## src/sv/dtcm_pkg.sv

```systemverilog
// dtcm_pkg: shared types and codes for the trouble code store
// used by dtcm_ctrl, dtcm_datapath and dtc_event_memory; no dependencies
package dtcm_pkg;

  localparam int CODE_W  = 24;
  localparam int STAT_W  = 8;
  localparam int OCC_W   = 32;
  localparam int COUNT_W = 5;

  localparam logic [OCC_W-1:0] OCC_MAX = '1;

  // input kinds carried on tuser
  localparam logic ACT_REPORT = 1'b0;
  localparam logic ACT_CLEAR  = 1'b1;

  // register index, taken from paddr bit 2
  localparam logic REG_TEST_FAILED = 1'b0;
  localparam logic REG_CONFIRMED   = 1'b1;

  localparam logic [STAT_W-1:0] TEST_FAILED_RESET = 8'h01;
  localparam logic [STAT_W-1:0] CONFIRMED_RESET   = 8'h08;

  typedef struct packed {
    logic [CODE_W-1:0] code;
    logic [STAT_W-1:0] status;
    logic [OCC_W-1:0]  occ;
  } entry_t;

  // packed so that lamp_on sits in bit 0
  typedef struct packed {
    logic               dropped;
    logic               was_new;
    logic [OCC_W-1:0]   entry_occurrences;
    logic [STAT_W-1:0]  entry_status;
    logic [COUNT_W-1:0] code_count;
    logic               lamp_on;
  } result_t;

  typedef struct packed {
    logic load;
    logic scan_en;
    logic commit;
  } cmd_t;

  typedef struct packed {
    logic scan_done;
    logic out_free;
  } sts_t;

endpackage

```

## src/sv/dtcm_ctrl.sv

```systemverilog
// dtcm_ctrl: sequencer for accept, table scan and commit
// depends on dtcm_pkg for the command and status structs
module dtcm_ctrl (
  input  logic          clk,
  input  logic          rst,
  input  logic          in_valid,
  output logic          in_ready,
  input  dtcm_pkg::sts_t sts,
  output dtcm_pkg::cmd_t cmd
);

  typedef enum logic [1:0] {
    S_IDLE,
    S_SCAN,
    S_COMMIT
  } state_t;

  state_t state;

  always_ff @(posedge clk) begin
    if (rst) begin
      state <= S_IDLE;
    end else begin
      unique case (state)
        S_IDLE: begin
          if (in_valid) state <= S_SCAN;
        end
        S_SCAN: begin
          if (sts.scan_done) state <= S_COMMIT;
        end
        S_COMMIT: begin
          if (sts.out_free) state <= S_IDLE;
        end
        default: state <= S_IDLE;
      endcase
    end
  end

  always_comb begin
    cmd      = '0;
    in_ready = 1'b0;
    unique case (state)
      S_IDLE: begin
        in_ready = 1'b1;
        cmd.load = in_valid;
      end
      S_SCAN: begin
        cmd.scan_en = 1'b1;
      end
      S_COMMIT: begin
        cmd.commit = sts.out_free;
      end
      default: begin
        cmd = '0;
      end
    endcase
  end

endmodule

```

## src/sv/dtcm_datapath.sv

```systemverilog
// dtcm_datapath: entry memory, scan counter, match and lamp logic, result register
// depends on dtcm_pkg; driven by dtcm_ctrl commands
module dtcm_datapath #(
  parameter int TABLE_DEPTH = 16
) (
  input  logic                          clk,
  input  logic                          rst,
  input  dtcm_pkg::cmd_t                cmd,
  output dtcm_pkg::sts_t                sts,
  input  logic                          in_action,
  input  logic [dtcm_pkg::CODE_W-1:0]   in_code,
  input  logic [dtcm_pkg::STAT_W-1:0]   in_status,
  input  logic [dtcm_pkg::STAT_W-1:0]   test_failed_bit,
  input  logic [dtcm_pkg::STAT_W-1:0]   confirmed_bit,
  output logic                          out_valid,
  input  logic                          out_ready,
  output dtcm_pkg::result_t             result
);

  localparam int CNT_W = $clog2(TABLE_DEPTH + 1);
  localparam int IDX_W = (TABLE_DEPTH > 1) ? $clog2(TABLE_DEPTH) : 1;

  dtcm_pkg::entry_t mem [TABLE_DEPTH];

  // item being worked on
  logic                        item_action;
  logic [dtcm_pkg::CODE_W-1:0] item_code;
  logic [dtcm_pkg::STAT_W-1:0] item_status;

  // scan state
  logic [CNT_W-1:0]   entries_used;
  logic [CNT_W-1:0]   issue_cnt;
  logic [CNT_W-1:0]   scan_limit;
  logic               pend;
  logic [IDX_W-1:0]   pend_idx;
  logic               found;
  logic               lamp_acc;
  logic               rd_en;
  logic [IDX_W-1:0]   rd_idx;
  dtcm_pkg::entry_t   rd_data;
  dtcm_pkg::entry_t   hit;
  logic [IDX_W-1:0]   hit_idx;

  // commit
  logic               wr_en;
  logic [IDX_W-1:0]   wr_idx;
  dtcm_pkg::entry_t   wr_entry;
  logic [CNT_W-1:0]   entries_used_next;
  dtcm_pkg::result_t  result_next;
  logic [CNT_W+4:0]   count_wide;
  logic               full;
  logic               tf_hit;
  logic [dtcm_pkg::STAT_W-1:0] upd_status;
  logic [dtcm_pkg::OCC_W-1:0]  upd_occ;

  assign scan_limit = (item_action == dtcm_pkg::ACT_CLEAR) ? '0 : entries_used;
  assign rd_en      = cmd.scan_en && (issue_cnt < scan_limit);
  assign rd_idx     = issue_cnt[IDX_W-1:0];

  assign sts.scan_done = (issue_cnt == scan_limit) && !pend;
  assign sts.out_free  = !out_valid || out_ready;

  always_ff @(posedge clk) begin
    if (wr_en) mem[wr_idx] <= wr_entry;
    if (rd_en) rd_data <= mem[rd_idx];
  end

  always_ff @(posedge clk) begin
    if (rst) begin
      issue_cnt <= '0;
      pend      <= 1'b0;
      found     <= 1'b0;
      lamp_acc  <= 1'b0;
    end else if (cmd.load) begin
      issue_cnt <= '0;
      pend      <= 1'b0;
      found     <= 1'b0;
      lamp_acc  <= 1'b0;
    end else if (cmd.scan_en) begin
      pend <= rd_en;
      if (rd_en) issue_cnt <= issue_cnt + CNT_W'(1);
      if (pend) begin
        // codes are unique in the table, so the matched slot is left out of the
        // lamp sum and added back with its updated status at commit
        if (rd_data.code == item_code) begin
          found <= 1'b1;
        end else if ((rd_data.status & confirmed_bit) != '0) begin
          lamp_acc <= 1'b1;
        end
      end
    end
  end

  always_ff @(posedge clk) begin
    if (cmd.load) begin
      item_action <= in_action;
      item_code   <= in_code;
      item_status <= in_status;
    end
    if (rd_en) pend_idx <= rd_idx;
    if (cmd.scan_en && pend && (rd_data.code == item_code)) begin
      hit     <= rd_data;
      hit_idx <= pend_idx;
    end
  end

  assign full   = (entries_used == CNT_W'(TABLE_DEPTH));
  assign tf_hit = (item_status & test_failed_bit) != '0;

  always_comb begin
    upd_status = hit.status | item_status;
    upd_occ    = hit.occ;
    if (tf_hit) begin
      if (hit.occ != dtcm_pkg::OCC_MAX) upd_occ = hit.occ + 32'd1;
    end else begin
      upd_status = upd_status & ~test_failed_bit;
    end
  end

  always_comb begin
    wr_en             = 1'b0;
    wr_idx            = hit_idx;
    wr_entry          = hit;
    entries_used_next = entries_used;
    result_next       = '0;
    if (item_action == dtcm_pkg::ACT_CLEAR) begin
      entries_used_next = '0;
    end else if (found) begin
      wr_en                         = cmd.commit;
      wr_entry.status               = upd_status;
      wr_entry.occ                  = upd_occ;
      result_next.entry_status      = upd_status;
      result_next.entry_occurrences = upd_occ;
      result_next.lamp_on           = lamp_acc || ((upd_status & confirmed_bit) != '0);
    end else if (!full) begin
      wr_en                         = cmd.commit;
      wr_idx                        = entries_used[IDX_W-1:0];
      wr_entry.code                 = item_code;
      wr_entry.status               = item_status;
      wr_entry.occ                  = 32'd1;
      entries_used_next             = entries_used + CNT_W'(1);
      result_next.entry_status      = item_status;
      result_next.entry_occurrences = 32'd1;
      result_next.was_new           = 1'b1;
      result_next.lamp_on           = lamp_acc || ((item_status & confirmed_bit) != '0);
    end else begin
      result_next.dropped = 1'b1;
      result_next.lamp_on = lamp_acc;
    end
    // low five bits of the count, whatever the table depth
    count_wide             = {5'b0, entries_used_next};
    result_next.code_count = count_wide[4:0];
  end

  always_ff @(posedge clk) begin
    if (rst) begin
      entries_used <= '0;
      out_valid    <= 1'b0;
    end else begin
      if (cmd.commit) begin
        entries_used <= entries_used_next;
        out_valid    <= 1'b1;
      end else if (out_ready) begin
        out_valid <= 1'b0;
      end
    end
  end

  always_ff @(posedge clk) begin
    if (cmd.commit) result <= result_next;
  end

  a_new_grows: assert property (@(posedge clk) disable iff (rst)
    (cmd.commit && result_next.was_new) |=> entries_used == $past(entries_used) + CNT_W'(1))
    else $error("new entry did not grow the table");

  a_drop_full: assert property (@(posedge clk) disable iff (rst)
    (cmd.commit && result_next.dropped) |-> full)
    else $error("report dropped while table had room");

  a_clear_empty: assert property (@(posedge clk) disable iff (rst)
    (cmd.commit && item_action == dtcm_pkg::ACT_CLEAR) |=> entries_used == '0)
    else $error("clear left entries in the table");

  a_commit_free: assert property (@(posedge clk) disable iff (rst)
    cmd.commit |-> (!out_valid || out_ready))
    else $error("commit overwrote a pending result");

endmodule

```

## src/sv/dtc_event_memory.sv

```systemverilog
// dtc_event_memory: diagnostic trouble code store with warning lamp, top level
// holds the configuration registers; instantiates dtcm_ctrl and dtcm_datapath (dtcm_pkg)
//
//  channel   direction  handshake         payload
//  s_*       in         s_tvalid/s_tready tdata {event_status, trouble_code}, tuser action
//  m_*       out        m_tvalid/m_tready tdata {dropped, was_new, occurrences, status,
//                                                code_count, lamp_on}
//  apb       in         psel/penable      reg 0 test_failed_bit, reg 1 confirmed_bit
//
// a report on n >= 1 stored entries makes one read per entry, waits for the read data,
// closes the scan and commits; a clear, or a report on an empty table, makes no read;
// the next word is taken after the commit, once the block is back in idle, so one item
// is finished before the next is taken
// reset is synchronous; the table content is not cleared, only the entry count
// the result waits in an output register; the next word is accepted meanwhile, and
// its commit waits until the output register is free
module dtc_event_memory #(
  parameter int TABLE_DEPTH = 16
) (
  input  logic        clk,
  input  logic        rst,
  input  logic        s_tvalid,
  output logic        s_tready,
  input  logic [31:0] s_tdata,   // trouble_code [23:0], event_status [31:24]
  input  logic        s_tuser,   // action
  output logic        m_tvalid,
  input  logic        m_tready,
  output logic [47:0] m_tdata,   // lamp_on, code_count, entry_status, entry_occurrences,
                                 // was_new, dropped
  input  logic        psel,
  input  logic        penable,
  input  logic        pwrite,
  input  logic [2:0]  paddr,
  input  logic [31:0] pwdata,
  output logic [31:0] prdata,
  output logic        pready
);

  logic [dtcm_pkg::STAT_W-1:0] test_failed_bit;
  logic [dtcm_pkg::STAT_W-1:0] confirmed_bit;
  dtcm_pkg::cmd_t              cmd;
  dtcm_pkg::sts_t              sts;
  dtcm_pkg::result_t           result;

  assign pready = 1'b1;

  always_ff @(posedge clk) begin
    if (rst) begin
      test_failed_bit <= dtcm_pkg::TEST_FAILED_RESET;
      confirmed_bit   <= dtcm_pkg::CONFIRMED_RESET;
    end else if (psel && penable && pwrite) begin
      unique case (paddr[2])
        dtcm_pkg::REG_TEST_FAILED: test_failed_bit <= pwdata[7:0];
        dtcm_pkg::REG_CONFIRMED:   confirmed_bit   <= pwdata[7:0];
        default: ;
      endcase
    end
  end

  always_comb begin
    unique case (paddr[2])
      dtcm_pkg::REG_TEST_FAILED: prdata = {24'b0, test_failed_bit};
      dtcm_pkg::REG_CONFIRMED:   prdata = {24'b0, confirmed_bit};
      default:                   prdata = '0;
    endcase
  end

  dtcm_ctrl u_ctrl (
    .clk      (clk),
    .rst      (rst),
    .in_valid (s_tvalid),
    .in_ready (s_tready),
    .sts      (sts),
    .cmd      (cmd)
  );

  dtcm_datapath #(
    .TABLE_DEPTH (TABLE_DEPTH)
  ) u_datapath (
    .clk             (clk),
    .rst             (rst),
    .cmd             (cmd),
    .sts             (sts),
    .in_action       (s_tuser),
    .in_code         (s_tdata[23:0]),
    .in_status       (s_tdata[31:24]),
    .test_failed_bit (test_failed_bit),
    .confirmed_bit   (confirmed_bit),
    .out_valid       (m_tvalid),
    .out_ready       (m_tready),
    .result          (result)
  );

  assign m_tdata = result;

endmodule

```

## config.mk

```make
export PLATFORM = sky130hd
export DESIGN_NAME = dtc_event_memory
export DESIGN_NICKNAME = d
export VERILOG_FILES = /design/src/sv/dtcm_pkg.sv /design/src/sv/dtcm_ctrl.sv /design/src/sv/dtcm_datapath.sv /design/src/sv/dtc_event_memory.sv
export SDC_FILE = /design/constraint.sdc
export NUM_CORES = 1
export LEC_CHECK = 0
export ABC_AREA = 1
export BUFFER_PORTS_ARGS = -buffer_cell sky130_fd_sc_hd__buf_2
export CAP_MARGIN = 0
export CORE_MARGIN = 1.5
export CORE_UTILIZATION = 30
export DETAILED_ROUTE_END_ITERATION = 16
export HOLD_SLACK_MARGIN = 0.03
export PLACE_DENSITY = 0.55
export SYNTH_ARGS = -nofsm -noshare
export SYNTH_HDL_FRONTEND = slang
export SYNTH_SLANG_ARGS = --single-unit
```

## constraint.sdc

```tcl
create_clock -name clk -period 13.3 [get_ports clk]
set_input_delay 0.665 -clock clk [delete_from_list [all_inputs] [get_ports clk]]
set_output_delay 0.665 -clock clk [all_outputs]
set_load 0.05 [all_outputs]
```

# == Yosys cells after proc, flatten, opt, wreduce, memory -nomap -nowiden ==
# Memories as Yosys holds them, arrays and structs flattened. A register that Yosys moved wholly into a read port is not among the register bits.
# Index checks and enable logic that the tools add are counted.
# classes
add_sub_neg,3
n_lt_le_gt_ge,1
eq_ne,9
n_mux,35
bitwise,9
reduce_logical,25
# op_table
op,n
64-bit two-way mux,2
40-bit two-way mux,2
32-bit two-way mux,2
32-bit one-hot mux with 2 select lines,1
41-bit two-way mux,1
8-bit bitwise AND,5
"32-bit by 1-bit adder with 32-bit output, second input constant",1
"32-bit != test, second input constant",1
8-bit nonzero test,4
24-bit == test,1
24-bit two-way mux,1
5-bit two-way mux,4
1-bit two-way mux,14
4-bit two-way mux,3
"5-bit by 1-bit adder with 5-bit output, second input constant",2
8-bit two-way mux,1
8-bit inverter,1
8-bit OR,1
1-bit logical AND,6
2-bit two-way mux,3
2-bit one-hot mux with 3 select lines,1
2-bit AND reduction,3
3-bit AND reduction,2
5-bit == test,1
other kinds (13),19
# word_totals
reg_bits,185
mem_bits_rw,1024
in_bits,75
out_inout_bits,83
elab_cells,106
mem_count,1
# mem_list
memory,words,width,read_ports,rd_clocked_by_memory_dff,wr,line_no,source
u_datapath.mem,16,64,1,1,1,dtcm_datapath.sv:23,dtcm_pkg::entry_t mem [TABLE_DEPTH];

# == Longest topological paths before layout ==
# depth
word_depth,8
mapped_depth,12
ltp_nobuf,11

# == Cells and area by module ==
# A second synthesis with hierarchy kept.
# hier_totals
cells_unflattened,4062
hier_area_um2,51236.6
# by_module_without_submodules
mod,n_inst,cells_per_inst,area_per_inst_um2,seq_area_each_um2
dtcm_datapath,1,3894,50139.3,37546.0
dtc_event_memory,1,150,988.4,320.3
dtcm_ctrl,1,18,108.9,40.0

# == Worst setup path before layout ==
# No wires, ideal clock.
# synth_timing
kind,input-to-reg
start,input m_tready
end,"memory u_datapath.mem[12][0] (netlist name), enable pin"
setup_ns,0.487
t_arrival_ns,4.834
required_time_ns,12.813
slack_ns,7.979
cell_stages,6
n_path_buf,0
cell_sequence,nor2_1 nor2_4 inv_1 nor2_1 nand3_1 nor2_1
# synth_lines
item,line_no,source
"start, declared",dtc_event_memory.sv:27,"input logic m_tready,"
"end, declared",dtcm_datapath.sv:23,

# == Worst setup path after layout ==
# layout_timing
start,register u_datapath.item_action
end,"memory u_datapath.mem[15][12] (netlist name), enable pin"
# layout_via
elab_chain_cells,3
elab_cells_between_ends,4
cone_classes,4 x mux
# layout_rtl
item,line_no,source
"start, declared",dtcm_datapath.sv:26,logic item_action;
"start signal, assigned",dtcm_datapath.sv:96,item_action <= in_action;
1-bit two-way mux,dtcm_datapath.sv:126,if (item_action == dtcm_pkg::ACT_CLEAR) begin
1-bit two-way mux,dtcm_datapath.sv:64,if (wr_en) mem[wr_idx] <= wr_entry;
1-bit two-way mux (not written as such),dtcm_datapath.sv:64,
# Several ways; a longest one is shown, not always the timed one.

==> reports/metrics.cfg <==
[setup_path]
cp-end-kind=flop
critPathLaunchType=flop
reg2reg_depth=8
max_stage_delay_ns=0.94
worstPathMaxFanout=43
required_ns=13.66
crit_slowest_cell=nor2_4
cp_cell_sequence=clkinv_1 > nand2_2 > buf_4 > nand2_1 > o21ai_0 > nand2_1 > nor2_4 > buf_4
critPathArrivalTime_ns=5.11
timing_worst_setup_path_type=reg -> reg

[drt]
vias=31257
detail_route.wirelength_mm=131
drtPass1Iterations=7
drc=0
vias_per_cell=4.87
final_antenna_net_count=0
dr.first_iter.drc_count=3252
routedWlPerCell_um=20.4

[floorplan]
core.rowCount=151
initial_utilization_pct=30.2
core_um2=169000
die_x_um=416
boundaryPins=158
die_area_um2=173000
die_h_um=416

[synthesis]
synth_ff_type=edfxtp_1
yosysSeqAreaShare_pct=74.1
synth_top_family_by_area=simple AND/OR/NAND/NOR gates
netlist_area_um2=51200
synth_compound_gate_area_share_pct=9.20
syn_area_per_cell_um2=12.7
synthAdderAreaFrac_pct=0.220
ys_types=46
yosys_warnings=0
synth-xor-area-share_pct=0.599
syn_inst=4044
synth_mux_area_share_pct=0
ys_ff_latch=1273
synth_enable_flop_cells=1241
synthSimpleGateAreaFrac_pct=12.4
synth-async-reset-ratio_pct=0

[sta]
period_minus_slack_ns=4.75
rsz0062_at_grt=no
fmax_ghz=0.211
slew_violations=0
slew_headroom_pct=11.5
fin_skew_ns=0.0280
hold_viol=0
tightest_slew_ns=1.33
period_share_pct=35.7
setup_viol=0
setup_tns_ns=0

[clock_tree]
numCtsBuffers=119
cts_sinks=1273
post-cts-setup-buffer-count=0
clock-root-buffer=clkbuf_16
hold_buffers=0
cts_tree=built
cts-htree-levels=3
cts_buffer_depth=3
clkLatencyLatePin_ns=0.76
cts_resized=0
path_clk_slew_ns=0.06

[power]
p_leak_nw=19.3
p_total_mw=8.26
powerDensity_nw_per_um2=142
peakVddDrop_mv=0.112

[run]
maxCapViolCount=0

[final_layout]
diodes=0
syn2layout_area_growth_pct=13.3
layout.nets=4180
drive_above_1_share_pct=9.84
fill_cells=16376
multiInputGateArea_um2=11700
regArea_um2=37900

[global_route]
grt-ovfl-total=0
first_global_vias=29187
grt_first_pass_wirelength_mm=193
antenna_found_initial=5
grt_usage_pct=14.7
grt_max_degree=203

[place]
port-buffer-count=106
dpl.hpwl_mm=66.2
place.gp.congestion=0.840

[run_status]
status=complete, no violations

[hold_path]
whs_path_depth=1
hold_class=in -> reg

[final timing paths]
path	to	start	slack, ns
worst max-delay path	u_datapath.mem[15][12]$_DFFE_PP_	u_datapath.item_action$_DFFE_PP_	8.55
worst min-delay path	u_datapath.item_code[11]$_DFFE_PP_	s_tdata[11]	0.09
worst max register to register	u_datapath.mem[15][12]$_DFFE_PP_	u_datapath.item_action$_DFFE_PP_	8.55
worst min register to register	u_datapath.hit[21]$_DFFE_PP_	u_datapath.rd_data[21]$_DFFE_PP_	0.42
[through the flow]
stage,std cells,setup WS (ns),utilization [%],area (um2),hold WS (ns)
final,6415,8.55,34.2,58000,0.0889
after global routing,6415,8.28,34.2,58000,0.0582
after CTS,6415,8.43,34.2,58000,0.0318
after detailed placement,6193,8.44,31.8,53900,0.405
after global placement,6193,8.46,31.8,53900,0.402
after floorplan,4067,7.98,-,51300,0.400
[per-layer routing]
metal / share of wire [%] / track usage, %
met5: 0 / 0
met4: 2.2 / 4.00
met3: 5.5 / 2.09
met2: 49 / 24.6
met1: 44 / 19.8
[sequential cells by signal, indices dropped and copies added (netlist names)]
signal and flops:
u_datapath.entries_used 5, u_datapath.item_action 1, u_datapath.result 48, u_datapath.hit_idx 4, test_failed_bit 8, u_datapath.item_code 24
u_datapath.rd_data 64, u_datapath.lamp_acc 1, u_datapath.item_status 8, u_datapath.pend 1, u_datapath.out_valid 1, u_datapath.found 1
u_datapath.pend_idx 4, u_datapath.issue_cnt 5, confirmed_bit 8, u_datapath.mem 1024, u_datapath.hit 64, u_ctrl.state 2
[critical path, delay by kind of cell, from the launching register on]
kind	cells	cell delay (ns)
and+or+nand+nor	4	1.68
buffers and inverters	3	1.76
DFF	1	0.60
AOI/OAI and AO/OA	1	0.24
[kinds of logic after synthesis]
group / Yosys count
AND/OR/NAND/NOR: 1565
flip-flops: 1273
AO/OA/AOI/OAI: 765
buffers and inverters: 395
XOR/XNOR: 35
adder cells (fa/ha/maj): 9
other: 2
[final cells by class]
type / count / share of cell area (%)
multi-input combinational: 2399 / 20.2
inverter: 143 / 0.952
sequential: 1273 / 65.4
timing repair buffer: 160 / 1.70
clock inverter: 83 / 1.72
clock buffer: 139 / 5.27
tap: 2218 / 4.79
[power breakdown]
| group | internal, mW | leakage (nW) | switching [mW] |
|---|---|---|---|
| combinational | 0.0459 | 5.79 | 0.200 |
| clock | 2.05 | 1.98 | 1.50 |
| sequential | 4.44 | 11.5 | 0.0166 |
| total | 6.54 | 19.3 | 1.72 |
[synth_stat cells (2+ instances only)]
cell type | n | area (um2)
buf_1 | 27 | 101
nor2_1 | 874 | 3280
a21oi_2 | 2 | 17.5
nand2_1 | 440 | 1650
nand3_1 | 189 | 946
buf_4 | 54 | 405
nand3b_1 | 3 | 22.5
a22o_1 | 4 | 35.0
xnor2_1 | 18 | 158
o211ai_1 | 128 | 961
buf_6 | 7 | 78.8
ha_1 | 9 | 113
o21ai_2 | 3 | 26.3
edfxtp_1 | 1241 | 37300
nand4_1 | 13 | 81.3
clkbuf_1 | 110 | 413
nand3_4 | 2 | 35.0
nand3_2 | 3 | 30.0
a211oi_1 | 2 | 15.0
clkinv_1 | 2 | 7.51
o2111ai_1 | 2 | 17.5
inv_1 | 131 | 492
nor2_4 | 6 | 67.6
nand2_2 | 9 | 56.3
o21bai_1 | 11 | 82.6
a21oi_1 | 20 | 100
nor2_2 | 13 | 81.3
o21ai_0 | 434 | 2170
dfxtp_1 | 32 | 641
xor2_1 | 17 | 149
conb_1 | 2 | 7.51
buf_2 | 53 | 265
nor3_1 | 8 | 40.0
o21ai_1 | 27 | 135
inv_2 | 10 | 37.5
o32ai_1 | 128 | 1120
[placed cells by master (no fill, tap or decap), drive strengths merged, types with 2 or more instances in the layout]
master | synthesis | routed
a21oi | 22 | 22
xnor2 | 18 | 18
nand2 | 450 | 450
nand4 | 13 | 13
ha | 9 | 9
nor3 | 9 | 9
dfxtp | 32 | 32
o2111ai | 2 | 2
o21bai | 11 | 11
edfxtp | 1241 | 1241
o211ai | 128 | 128
o21ai | 464 | 464
clkbuf | 111 | 139
xor2 | 17 | 17
a22o | 4 | 4
o32ai | 128 | 128
nand3b | 3 | 3
inv | 141 | 142
clkinvlp | 0 | 3
clkinv | 2 | 60
nor2 | 893 | 893
nand3 | 194 | 194
buf | 141 | 160
conb | 2 | 25
a211oi | 2 | 2
bufinv | 0 | 21
No activity file was read; power rests on OpenSTA's default activity.
